===== config.mk =====
export PLATFORM = sky130hd
export DESIGN_NAME = timed_cue_trigger_scheduler
export DESIGN_NICKNAME = d
export VERILOG_FILES = /design/src/sv/tcts_pkg.sv /design/src/sv/tcts_cue_store.sv /design/src/sv/tcts_out_reg.sv /design/src/sv/timed_cue_trigger_scheduler.sv
export SDC_FILE = /design/constraint.sdc
export NUM_CORES = 1
export LEC_CHECK = 0
export BUFFER_PORTS_ARGS = -buffer_cell sky130_fd_sc_hd__buf_4
export CORE_ASPECT_RATIO = 0.8
export CORE_MARGIN = 4
export CORE_UTILIZATION = 45
export CTS_BUF_LIST = sky130_fd_sc_hd__clkbuf_4 sky130_fd_sc_hd__clkbuf_8
export DETAILED_ROUTE_END_ITERATION = 6
export PLACE_DENSITY = 0.59
export SYNTH_ARGS = -nofsm -noshare
export SYNTH_HDL_FRONTEND = slang
export SYNTH_SLANG_ARGS = --single-unit

===== constraint.sdc =====
create_clock -name clk -period 6.4 [get_ports clk]
set_input_delay 0.64 -clock clk [delete_from_list [all_inputs] [get_ports clk]]
set_output_delay 0.64 -clock clk [all_outputs]
set_load 0.05 [all_outputs]

===== src/sv/tcts_pkg.sv =====
// ============================================================================
// tcts_pkg: shared types and codes of the timed cue trigger scheduler
// Request payload structs, op/kind/status codes, register indexes, FSM states.
// ============================================================================
package tcts_pkg;

    localparam int OP_W     = 2;
    localparam int CUE_W    = 5;
    localparam int TIME_W   = 32;
    localparam int CFG_W    = 5;
    localparam int CFG_IDX_W = 1;

    // op codes of an input request
    localparam logic [OP_W-1:0] OP_SET   = 2'd0;
    localparam logic [OP_W-1:0] OP_START = 2'd1;
    localparam logic [OP_W-1:0] OP_TICK  = 2'd2;
    // op 3 has no meaning; it is swallowed without a result
    localparam logic [OP_W-1:0] OP_UNUSED = 2'd3;

    // kind of a result
    localparam logic [1:0] KIND_SET   = 2'd0;
    localparam logic [1:0] KIND_START = 2'd1;
    localparam logic [1:0] KIND_TICK  = 2'd2;

    // status of a result
    localparam logic [1:0] ST_OK          = 2'd0;
    localparam logic [1:0] ST_BAD_CUE     = 2'd1;
    localparam logic [1:0] ST_NOT_AUTH    = 2'd2;
    localparam logic [1:0] ST_NOT_ALLOWED = 2'd3;

    // configuration register indexes
    localparam logic [CFG_IDX_W-1:0] CFG_CUE_COUNT    = 1'd0;
    localparam logic [CFG_IDX_W-1:0] CFG_SHOW_ALLOWED = 1'd1;

    localparam logic [CFG_W-1:0] CUE_COUNT_RST = 5'd16;

    typedef struct packed {
        logic [OP_W-1:0]   op;
        logic [CUE_W-1:0]  cue_number;
        logic [TIME_W-1:0] trigger_ms;
        logic              arm_authorised;
    } in_item_t;

    typedef struct packed {
        logic [1:0]       kind;
        logic [1:0]       status;
        logic [CUE_W-1:0] cue_fired;
        logic             show_running;
        logic             last;
    } out_item_t;

    typedef enum logic [1:0] {
        S_IDLE,
        S_EXEC,
        S_SCAN,
        S_EMIT
    } state_t;

endpackage


===== src/sv/tcts_cue_store.sv =====
// ============================================================================
// tcts_cue_store: cue time memory
// One write port, one registered read port; entries never written read as 0.
// ============================================================================
module tcts_cue_store
    import tcts_pkg::*;
#(
    parameter int DEPTH = 16
)
(
    input  logic                                   clk,
    input  logic                                   rst_n,
    input  logic                                   wr_en,
    input  logic [((DEPTH > 1) ? $clog2(DEPTH) : 1)-1:0] wr_addr,
    input  logic [TIME_W-1:0]                      wr_data,
    input  logic                                   rd_en,
    input  logic [((DEPTH > 1) ? $clog2(DEPTH) : 1)-1:0] rd_addr,
    output logic [TIME_W-1:0]                      rd_data
);

    logic [TIME_W-1:0] mem [DEPTH];
    logic [DEPTH-1:0]  written_reg;
    logic [TIME_W-1:0] rd_data_reg;
    logic              rd_hit_reg;

    // written flags stand in for the all-zero reset of the array
    always_ff @(posedge clk or negedge rst_n)
    begin
        if (!rst_n)
        begin
            written_reg <= '0;
            rd_hit_reg  <= 1'b0;
        end
        else
        begin
            if (wr_en)
            begin
                written_reg[wr_addr] <= 1'b1;
            end
            if (rd_en)
            begin
                rd_hit_reg <= written_reg[rd_addr];
            end
        end
    end

    always_ff @(posedge clk)
    begin
        if (wr_en)
        begin
            mem[wr_addr] <= wr_data;
        end
        if (rd_en)
        begin
            rd_data_reg <= mem[rd_addr];
        end
    end

    assign rd_data = rd_hit_reg ? rd_data_reg : '0;

endmodule


===== src/sv/tcts_out_reg.sv =====
// ============================================================================
// tcts_out_reg: result output register
// Holds one result request until the consumer takes it.
// ============================================================================
module tcts_out_reg
    import tcts_pkg::*;
(
    input  logic      clk,
    input  logic      rst_n,
    input  logic      load,
    input  out_item_t load_item,
    output logic      can_load,
    output logic      out_valid,
    input  logic      out_ready,
    output out_item_t out_item
);

    logic      valid_reg;
    out_item_t item_reg;

    assign can_load  = !valid_reg || out_ready;
    assign out_valid = valid_reg;
    assign out_item  = item_reg;

    always_ff @(posedge clk or negedge rst_n)
    begin
        if (!rst_n)
        begin
            valid_reg <= 1'b0;
        end
        else if (load)
        begin
            valid_reg <= 1'b1;
        end
        else if (out_ready)
        begin
            valid_reg <= 1'b0;
        end
    end

    always_ff @(posedge clk)
    begin
        if (load)
        begin
            item_reg <= load_item;
        end
    end

endmodule


===== src/sv/timed_cue_trigger_scheduler.sv =====
// ============================================================================
// timed_cue_trigger_scheduler: millisecond cue firing scheduler
// Stores per-cue firing times, starts a show and fires due cues on each tick.
// ============================================================================
// Takes one request at a time. A set or start request is latched, then
// executed in S_EXEC, which loads the result register once it can take a
// result. While the show runs, a tick request scans the active cues with one
// shared compare unit reading the cue time memory through its single
// registered read port, one entry per cycle with the memory read pipelined
// one ahead of the compare; it then walks the due list and emits one result
// per fired cue plus the closing result, stalling while the consumer holds
// out_ready low. A tick while stopped gives the closing result only. Results
// carry the running flag as it stands after the whole request, so a tick
// decides the running flag at the end of the scan, before its first result
// goes out. The effective cue count is the cue_count register clipped to
// MAX_CUES. Configuration is always accepted (cfg_ready is high) and must
// only be written while idle.
module timed_cue_trigger_scheduler
    import tcts_pkg::*;
#(
    parameter int MAX_CUES = 16
)
(
    input  logic                 clk,
    input  logic                 rst_n,
    // configuration write channel
    input  logic                 cfg_valid,
    output logic                 cfg_ready,
    input  logic [CFG_IDX_W-1:0] cfg_index,
    input  logic [CFG_W-1:0]     cfg_data,
    // request input
    input  logic                 in_valid,
    output logic                 in_ready,
    input  in_item_t             in_item,
    // result output
    output logic                 out_valid,
    input  logic                 out_ready,
    output out_item_t            out_item
);

    // index width of the cue arrays, and a count width that holds MAX_CUES
    // and the 5-bit register values alike
    localparam int IDX_W = (MAX_CUES > 1) ? $clog2(MAX_CUES) : 1;
    localparam int CNT_W = $clog2(MAX_CUES + 1);
    localparam int CW    = (CNT_W > CFG_W) ? CNT_W : CFG_W;

    state_t              state_reg, state_next;

    // latched request
    logic [OP_W-1:0]     op_reg;
    logic [CUE_W-1:0]    cue_reg;
    logic [TIME_W-1:0]   tms_reg;
    logic                armed_reg;

    // configuration
    logic [CFG_W-1:0]    cue_count_reg;
    logic                show_allowed_reg;

    // show state
    logic [TIME_W-1:0]   elapsed_reg, elapsed_next;
    logic                running_reg, running_next;
    logic [CW-1:0]       fired_total_reg, fired_total_next;
    logic [MAX_CUES-1:0] fired_reg, fired_next;
    logic [MAX_CUES-1:0] pending_reg, pending_next;

    // scan sequencer
    logic [CW-1:0]       scan_idx_reg, scan_idx_next;
    logic                cmp_valid_reg, cmp_valid_next;
    logic [IDX_W-1:0]    cmp_idx_reg, cmp_idx_next;

    // memory and output register hookup
    logic                mem_wr_en;
    logic [IDX_W-1:0]    mem_wr_addr;
    logic                mem_rd_en;
    logic [TIME_W-1:0]   mem_rd_data;
    logic                res_load;
    out_item_t           res_item;
    logic                can_load;

    logic [CW-1:0]       count_raw;
    logic [CW-1:0]       eff_count;
    logic [CW-1:0]       cue_ext;
    logic [CW-1:0]       set_addr;
    logic                cue_due;

    assign count_raw = CW'(cue_count_reg);
    assign eff_count = (count_raw > CW'(MAX_CUES)) ? CW'(MAX_CUES) : count_raw;
    assign cue_ext   = CW'(cue_reg);
    assign set_addr  = cue_ext - CW'(1);

    // shared compare unit: unfired cue whose time has come
    assign cue_due = !fired_reg[cmp_idx_reg] && (mem_rd_data <= elapsed_reg);

    assign cfg_ready   = 1'b1;
    assign in_ready    = (state_reg == S_IDLE);
    assign mem_wr_addr = set_addr[IDX_W-1:0];

    tcts_cue_store #(
        .DEPTH(MAX_CUES)
    ) u_store (
        .clk     (clk),
        .rst_n   (rst_n),
        .wr_en   (mem_wr_en),
        .wr_addr (mem_wr_addr),
        .wr_data (tms_reg),
        .rd_en   (mem_rd_en),
        .rd_addr (scan_idx_reg[IDX_W-1:0]),
        .rd_data (mem_rd_data)
    );

    tcts_out_reg u_out (
        .clk       (clk),
        .rst_n     (rst_n),
        .load      (res_load),
        .load_item (res_item),
        .can_load  (can_load),
        .out_valid (out_valid),
        .out_ready (out_ready),
        .out_item  (out_item)
    );

    // configuration registers
    always_ff @(posedge clk or negedge rst_n)
    begin
        if (!rst_n)
        begin
            cue_count_reg    <= CUE_COUNT_RST;
            show_allowed_reg <= 1'b0;
        end
        else if (cfg_valid && cfg_ready)
        begin
            case (cfg_index)
                CFG_CUE_COUNT:    cue_count_reg    <= cfg_data;
                CFG_SHOW_ALLOWED: show_allowed_reg <= cfg_data[0];
                default:          ;
            endcase
        end
    end

    // request latch
    always_ff @(posedge clk)
    begin
        if (in_valid && in_ready)
        begin
            op_reg    <= in_item.op;
            cue_reg   <= in_item.cue_number;
            tms_reg   <= in_item.trigger_ms;
            armed_reg <= in_item.arm_authorised;
        end
    end

    always_ff @(posedge clk or negedge rst_n)
    begin
        if (!rst_n)
        begin
            state_reg       <= S_IDLE;
            elapsed_reg     <= '0;
            running_reg     <= 1'b0;
            fired_total_reg <= '0;
            fired_reg       <= '0;
            pending_reg     <= '0;
            scan_idx_reg    <= '0;
            cmp_valid_reg   <= 1'b0;
            cmp_idx_reg     <= '0;
        end
        else
        begin
            state_reg       <= state_next;
            elapsed_reg     <= elapsed_next;
            running_reg     <= running_next;
            fired_total_reg <= fired_total_next;
            fired_reg       <= fired_next;
            pending_reg     <= pending_next;
            scan_idx_reg    <= scan_idx_next;
            cmp_valid_reg   <= cmp_valid_next;
            cmp_idx_reg     <= cmp_idx_next;
        end
    end

    always_comb
    begin
        state_next       = state_reg;
        elapsed_next     = elapsed_reg;
        running_next     = running_reg;
        fired_total_next = fired_total_reg;
        fired_next       = fired_reg;
        pending_next     = pending_reg;
        scan_idx_next    = scan_idx_reg;
        cmp_valid_next   = cmp_valid_reg;
        cmp_idx_next     = cmp_idx_reg;
        mem_wr_en        = 1'b0;
        mem_rd_en        = 1'b0;
        res_load         = 1'b0;
        res_item         = '0;

        case (state_reg)
            S_IDLE:
            begin
                // op 3 is dropped right at the input
                if (in_valid && (in_item.op != OP_UNUSED))
                begin
                    state_next = S_EXEC;
                end
            end

            S_EXEC:
            begin
                case (op_reg)
                    OP_SET:
                    begin
                        if (can_load)
                        begin
                            res_load              = 1'b1;
                            res_item.kind         = KIND_SET;
                            res_item.show_running = running_reg;
                            res_item.last         = 1'b1;
                            if (cue_reg == '0 || cue_ext > eff_count)
                            begin
                                res_item.status = ST_BAD_CUE;
                            end
                            else
                            begin
                                res_item.status = ST_OK;
                                mem_wr_en       = 1'b1;
                            end
                            state_next = S_IDLE;
                        end
                    end

                    OP_START:
                    begin
                        if (can_load)
                        begin
                            res_load      = 1'b1;
                            res_item.kind = KIND_START;
                            res_item.last = 1'b1;
                            res_item.show_running = running_reg;
                            if (!armed_reg)
                            begin
                                res_item.status = ST_NOT_AUTH;
                            end
                            else if (!show_allowed_reg)
                            begin
                                res_item.status = ST_NOT_ALLOWED;
                            end
                            else
                            begin
                                res_item.status       = ST_OK;
                                res_item.show_running = 1'b1;
                                fired_next            = '0;
                                fired_total_next      = '0;
                                elapsed_next          = '0;
                                running_next          = 1'b1;
                            end
                            state_next = S_IDLE;
                        end
                    end

                    OP_TICK:
                    begin
                        if (running_reg)
                        begin
                            if (elapsed_reg != '1)
                            begin
                                elapsed_next = elapsed_reg + TIME_W'(1);
                            end
                            scan_idx_next  = '0;
                            cmp_valid_next = 1'b0;
                            pending_next   = '0;
                            state_next     = S_SCAN;
                        end
                        else if (can_load)
                        begin
                            // stopped: closing result only
                            res_load              = 1'b1;
                            res_item.kind         = KIND_TICK;
                            res_item.status       = ST_OK;
                            res_item.show_running = 1'b0;
                            res_item.last         = 1'b1;
                            state_next            = S_IDLE;
                        end
                    end

                    default:
                    begin
                        state_next = S_IDLE;
                    end
                endcase
            end

            S_SCAN:
            begin
                // compare stage: entry read on the previous cycle
                if (cmp_valid_reg && cue_due)
                begin
                    fired_next[cmp_idx_reg]   = 1'b1;
                    pending_next[cmp_idx_reg] = 1'b1;
                    fired_total_next          = fired_total_reg + CW'(1);
                end
                // read stage
                if (scan_idx_reg < eff_count)
                begin
                    mem_rd_en      = 1'b1;
                    cmp_valid_next = 1'b1;
                    cmp_idx_next   = scan_idx_reg[IDX_W-1:0];
                    scan_idx_next  = scan_idx_reg + CW'(1);
                end
                else
                begin
                    cmp_valid_next = 1'b0;
                    if (!cmp_valid_reg)
                    begin
                        // all compares retired: running flag is final now
                        running_next  = !(fired_total_reg >= eff_count);
                        scan_idx_next = '0;
                        state_next    = S_EMIT;
                    end
                end
            end

            S_EMIT:
            begin
                if (scan_idx_reg >= eff_count)
                begin
                    if (can_load)
                    begin
                        res_load              = 1'b1;
                        res_item.kind         = KIND_TICK;
                        res_item.status       = ST_OK;
                        res_item.show_running = running_reg;
                        res_item.last         = 1'b1;
                        state_next            = S_IDLE;
                    end
                end
                else if (pending_reg[scan_idx_reg[IDX_W-1:0]])
                begin
                    if (can_load)
                    begin
                        res_load              = 1'b1;
                        res_item.kind         = KIND_TICK;
                        res_item.status       = ST_OK;
                        res_item.cue_fired    = CUE_W'(scan_idx_reg + CW'(1));
                        res_item.show_running = running_reg;
                        res_item.last         = 1'b0;
                        pending_next[scan_idx_reg[IDX_W-1:0]] = 1'b0;
                        scan_idx_next         = scan_idx_reg + CW'(1);
                    end
                end
                else
                begin
                    scan_idx_next = scan_idx_reg + CW'(1);
                end
            end

            default:
            begin
                state_next = S_IDLE;
            end
        endcase
    end

endmodule

; ---- Yosys cells after proc, flatten, opt, wreduce, memory -nomap -nowiden
; Memories as Yosys holds them, arrays and structs flattened. A register that Yosys moved wholly into a read port is not among the register bits.
; Index checks and enable logic that the tools add are counted.
[word_totals]
in_bits = 51
ff_bits = 157
ramBits = 512
out_inout_bits = 14
mem_count = 1
elab_cells = 208
[memory_table]
columns = memory, words, width, read_ports, rd_clocked_by_memory_dff, wr, line_no
row1 = u_store.mem, 16, 32, 1, 1, 1, tcts_cue_store.sv:21  ; logic [TIME_W-1:0] mem [DEPTH];
[classes]
reduce_logical = 31
n_mux = 100
n_eq_ne = 28
add_sub_neg = 4
bitwise_logic = 9
order_cmp = 12
[ops]
columns = op, n
row1 = 2-to-1 mux 32 bit, 6
row2 = 2-to-1 mux 16 bit, 11
row3 = 2-to-1 mux 5 bit, 13
row4 = one-hot mux 32 bit (2 select lines), 1
row5 = OR 16 bit, 3
row6 = one-hot mux 16 bit (3 select lines), 1
row7 = inequality test 2 bit (second input constant), 17
row8 = adder 32 x 1 -> 32 bit (second input constant), 1
row9 = less-or-equal comparator 32 bit, 1
row10 = 2-to-1 mux 1 bit, 32
row11 = inequality test 32 bit (second input constant), 1
row12 = one-hot mux 16 bit (2 select lines), 1
row13 = 2-to-1 mux 11 bit, 2
row14 = 2-to-1 mux 2 bit, 11
row15 = bitwise AND 16 bit, 1
row16 = inverter 16 bit, 1
row17 = less-than comparator 4 x 5 -> 1 bit (second input constant), 3
row18 = one-hot mux 5 bit (3 select lines), 1
row19 = AND reduction 7 bit, 2
row20 = binary-select mux 1 bit (select 4 bit), 3
row21 = demux 1 bit (select 4 bit), 3
row22 = >= comparator 4 x 1 -> 1 bit (second input constant), 3
row23 = 2-to-1 mux 4 bit, 3
row24 = one-hot mux 4 bit (3 select lines), 1
row25 = 32 further kinds, 62

; ---- Logic depth before layout (Yosys ltp)
[depth]
ltp_word = 10
depth_mapped = 15

; ---- Hierarchy
; Synthesis repeated with hierarchy kept, for this count alone.
[unflattened]
hier_cells = 1632
area_unflattened_um2 = 28995.3
[modules_own_cells]
columns = module, area_per_inst_um2, n_inst, cells_each
row1 = tcts_cue_store, 21145.3, 1, 841
row2 = timed_cue_trigger_scheduler, 7472.2, 1, 777
row3 = tcts_out_reg, 377.9, 1, 14

; ---- Worst setup path after synthesis
; Ideal clock, no wire load.
[synth_timing]
path_kind = reg2reg
start = register cue_count_reg[4] (netlist: count_raw[4])
end = memory u_store.mem[11][0], enable pin
arrival_time_ns = 4.337
path_slack_ns = 1.602
n_path_buf = 1
path_stages_with_launch = 12
required_time_ns = 5.939
path_cell_list = dfstp_2 inv_1 nand2_1 ha_1 nor2b_1 o21a_1 o21ai_0 a21oi_1 o22a_1 or3_1 clkbuf_1 nor3_1
[synth_via]
elab_chain_cells = 10
[synth_lines]
columns = element, line_no
row1 = start: declaration, timed_cue_trigger_scheduler.sv:56  ; logic [CFG_W-1:0] cue_count_reg;
row2 = start signal: assignment, timed_cue_trigger_scheduler.sv:133  ; CFG_CUE_COUNT: cue_count_reg <= cfg_data;
row3 = greater-than comparator 5 bit, timed_cue_trigger_scheduler.sv:87  ; assign eff_count = (count_raw > CW'(MAX_CUES)) ? CW'(MAX_CUES) : count_raw;
row4 = 2-to-1 mux 5 bit (*), timed_cue_trigger_scheduler.sv:87
row5 = greater-than comparator 5 bit (*), timed_cue_trigger_scheduler.sv:217  ; if (cue_reg == '0 || cue_ext > eff_count)
row6 = logical OR 1 bit (*), timed_cue_trigger_scheduler.sv:217
row7 = 2-to-1 mux 1 bit (*), timed_cue_trigger_scheduler.sv:217
row8 = 2-to-1 mux 1 bit (*), timed_cue_trigger_scheduler.sv:211  ; if (can_load)
row9 = 2-to-1 mux 1 bit (*), timed_cue_trigger_scheduler.sv:208  ; case (op_reg)
row10 = 2-to-1 mux 1 bit (*), timed_cue_trigger_scheduler.sv:196  ; case (state_reg)
row11 = 2-to-1 mux 1 bit (*), tcts_cue_store.sv:49  ; if (wr_en)
row12 = 2-to-1 mux 1 bit (not written as such) (*), tcts_cue_store.sv:51  ; mem[wr_addr] <= wr_data;
row13 = end: declaration, tcts_cue_store.sv:21
; Every way passes the cells marked *; elsewhere a longest branch is shown, timed or not.

; ---- Final worst setup path
[layout_timing]
start = register cue_count_reg[4] (netlist: count_raw[4])
end = memory u_store.mem[3][10], enable pin
; The elaborated chain is that of the path after synthesis.

==> flow_summary_export.csv <==
group,metric,value,unit
worst_setup_path,crit_required,6.79,ns
clock_network,clock_latency,0.71,ns
final_layout,max_flop_register,"u_store.mem",
clock_network,cts.root.buffer_cell,"clkbuf_8",
synth,synthesis.nets,1714,
clock_network,path_clk_slew,0.06,ns
worst_setup_path,crit_path_top_delay_cell,"and4_2",
global_routing,grt_remaining_overflow,0,
power_and_ir_drop,p_sw,3.51,mW
synth,synth-compound-area-share,0.0514,
sta,layout_setup_ws,2.26,ns
synth,post_synthesis_sequential_area_ratio,0.703,
synth,avgSynthCellArea,18.2,µm²
global_routing,antenna_found_initial,5,
sta,grt_setup_unrepaired,"no",
clock_network,clock_tree.buffer_depth,3,
place,place.detailed.hpwl,39300,µm
synth,yosysUniqueCellTypes,80,
power_and_ir_drop,power.share.sequential,0.500,
synth,post_synth_and_or_nand_nor_area_fraction,0.0575,
floorplan,core_area,64200,µm²
clock_network,cts-buffers-inserted,108,
worst_setup_path,cp_num_buf_inv,2,
detailed_routing,met1Wirelength,30900,µm
power_and_ir_drop,cellLeakagePower,11.0,nW
power_and_ir_drop,irDropWorstVdd,0.218,mV
synth,yosysWarnings,0,
place,port-buffer-count,63,
global_routing,vias_in_the_first_global_route,15663,
sta,fin_setup_tns,0,ns
clock_network,cts_sinks,701,
min_path,timing.hold.worst.class,"in2reg",
floorplan,fp.dieArea,69000,µm²
detailed_routing,drc_errors,0,
clock_network,post_cts_resize_count,0,
detailed_routing,met3RoutedLength,3860,µm
synth,synth_top_flop_cell,"edfxtp_1",
worst_setup_path,critical_path.startpoint_type,"register",
synth,synth_area,29200,µm²
place,placed_insts,2469,
detailed_routing,route.detailed.vias_per_inst,5.78,
final_layout,layout_common_cells,"edfxtp_1 (595), mux4_2 (173), clkbuf_8 (109)",
synth,synth_top_cells_by_area,"edfxtp_1 (61%), mux4_2 (13%), dfrtp_1 (9.0%)",
sta,tightest_slew,1.28,ns
place,worst_setup_slack_after_placement,2.26,ns
final_layout,final_layout_size_suffix_gt1_frac,0.276,
synth,syn-instance-count,1605,
floorplan,initial_utilization,0.455,
sta,relative_max_transition_margin,0.148,
worst_setup_path,crit_arrival,4.53,ns
synth,post_synth_edffs,595,
synth,yosys.area.top_type,"edfxtp_1",
detailed_routing,drt.antenna.violating_nets,0,
sta,achievable-frequency,241,MHz
place,routabilityCongestion,0.849,
floorplan,die_height,236,µm
worst_setup_path,crit_path_max_fanout,20,
clock_network,htree_levels,3,
sta,slew_viols_final,0,
sta,hold_ws,0.102,ns
final_layout,finalNonFillerCells,2670,
worst_setup_path,cp-end-kind,"register",
power_and_ir_drop,design_power_total,11.9,mW
detailed_routing,firstDrtPassIters,5,
synth,synthMuxAreaShare,0.138,
worst_setup_path,max_incr_delay_on_cp,0.91,ns
final_layout,area_growth_syn_to_layout,12.0,%
run_status,run_status,"completed",
final_layout,largest_reg_flops,512,
final_layout,final_area,32700,µm²
synth,post_synth_fa_ha_maj_area_fraction,0.0249,
global_routing,largest_net_degree_at_the_start_of_global_routing,71,
floorplan,placement_rows,83,
power_and_ir_drop,p_comb_frac,0.198,
detailed_routing,wirelength,66300,µm
final_layout,most_common_cell_after_layout_fill_and_taps_aside,"edfxtp_1",
synth,synth_xor_area_frac,0.00540,
worst_setup_path,ordered_cell_list_for_the_critical_path,"inv_1, nand2_1, ha_1, nor2b_1, o21a_1, o21ai_0, a21oi_1, o22a_1, nor3_2, and4_2, buf_4",
synth,yosys_top_cell_area_share,0.612,
synth,synth_seq_cells,701,
detailed_routing,drt-wirelength-per-cell,24.8,µm
synth,synth_async_sr_flop_share,0.151,
power_and_ir_drop,p_sw_frac,0.295,
worst_setup_path,critical_path_class,"reg2reg",
global_routing,wire_length_of_the_first_global_routing_pass,100000,µm
worst_setup_path,critical-path-top-delay-family,"simple AND/OR/NAND/NOR gates",
floorplan,num_io_pins,65,
power_and_ir_drop,power.density,364,nW/µm²
detailed_routing,dr.first_iter.drc_count,1520,
sta,finalCriticalPeriod,4.14,ns
final_layout,n_antenna_cell,0,
global_routing,global_route.usage.total,0.193,
sta,fin_crit_sh,0.647,
detailed_routing,met2_wirelength,30200,µm
power_and_ir_drop,pwr-share-clk,0.301,
detailed_routing,vias,15426,
sta,setup-violations-final,0,
power_and_ir_drop,internal_power,8.40,mW
floorplan,die_width,293,µm
final_layout,final_core_util,0.510,
detailed_routing,dr.max_layer_used,"met4",
sta,finalHoldViolCount,0,
place,placed_cell_area,30600,µm²
job,cap_viol_max_count,0,
final_layout,final_net_count,1839,
clock_network,tritoncts,"built",
sta,timing.clock.skew,0.0429,ns
synth,main_combinational_cell_family_by_area_after_synthesis,"multiplexers",
==> worst reg2reg max path, delay by kind of cell, from the launching register on <==
kind	cells	cell delay, ns
buffers and inverters	2	0.50
and+or+nand+nor	4	1.91
DFF	1	0.53
adders and majority gates	1	0.26
AOI/OAI and AO/OA	4	0.61
==> worst paths after layout <==
kind                                         startpoint  depth (start not counted)  slack (ns)                 endpoint
worst max register to register             count_raw[4]                         11        2.26       u_store.mem[3][10]
max in group asynchronous                         rst_n                          3        4.59          elapsed_reg[21]
worst min-delay path                        in_item[24]                          1        0.10              tms_reg[23]
min in group asynchronous                         rst_n                          2        0.48          u_out.out_valid
worst min register to register  u_store.written_reg[10]                          1        0.47  u_store.written_reg[10]
worst max-delay path                       count_raw[4]                         11        2.26       u_store.mem[3][10]
==> cells by family after synthesis <==
kind of cell,Yosys count
adder cells (fa/ha/maj),58
other,1
buffers and inverters,128
flip-flops,701
XOR/XNOR,18
AO/OA/AOI/OAI,204
multiplexers,184
AND/OR/NAND/NOR,311
==> cell type report <==
cell class / count / area, µm²
Inverter: 52 / 195
Multi-Input combinational cell: 776 / 8150
Clock inverter: 54 / 298
Timing Repair Buffer: 91 / 686
Clock buffer: 146 / 1780
Sequential cell: 701 / 20500
Tap cell: 850 / 1060
Fill cell: 5248 / 31500
==> power groups by stage <==
stage               combinational, mW  clock [mW]  sequential (mW)
finish                           2.36        3.59             5.95
floorplan                        1.85           0             5.83
detailed placement               2.37           0             6.05
global placement                 2.34           0             6.03
global route                     2.57        3.91             6.02
CTS                              2.38        3.70             5.96
==> cells in the mapped netlist, types with 3 or more instances <==
| cell type | n |
|---|---|
| edfxtp_1 | 595 |
| mux4_2 | 173 |
| dfrtp_1 | 105 |
| nand2_1 | 80 |
| nor2_1 | 61 |
| ha_1 | 58 |
| inv_1 | 49 |
| a21oi_1 | 43 |
| and2_1 | 38 |
| o21ai_0 | 38 |
| clkbuf_1 | 33 |
| nand3_1 | 21 |
| nand4_1 | 18 |
| buf_2 | 17 |
| xnor2_1 | 17 |
| a31oi_1 | 16 |
| nor3_1 | 16 |
| a22o_1 | 15 |
| buf_1 | 12 |
| nand2b_1 | 12 |
| or3_1 | 12 |
| a21oi_2 | 11 |
| nor2b_1 | 11 |
| a41o_1 | 9 |
| and4_1 | 8 |
| buf_6 | 8 |
| mux2_2 | 8 |
| a211oi_1 | 7 |
| a21o_1 | 7 |
| and3_1 | 6 |
| o21bai_1 | 6 |
| a2111oi_1 | 5 |
| buf_4 | 5 |
| a31o_2 | 4 |
| a32o_1 | 4 |
| a41oi_1 | 4 |
| o21a_1 | 4 |
| a2111oi_2 | 3 |
| a221o_1 | 3 |
| inv_2 | 3 |
| nand3b_1 | 3 |
| nor4_1 | 3 |
| nor4_4 | 3 |
| o21ai_1 | 3 |
| o31ai_1 | 3 |
==> what timing repair did <==
action | in CTS | in global routing
hold endpoints to repair | 38 | 0
hold buffers | 1 | 0
buffers inserted | 0 | 0
==> layer usage <==
layer | up-vias | global-route usage
li1 | 6735 | -
met1 | 8052 | 0.294
met2 | 520 | 0.292
met3 | 119 | 0.0323
met4 | 0 | 0.0499
met5 | - | 0
(Power assumes the default switching activity.)
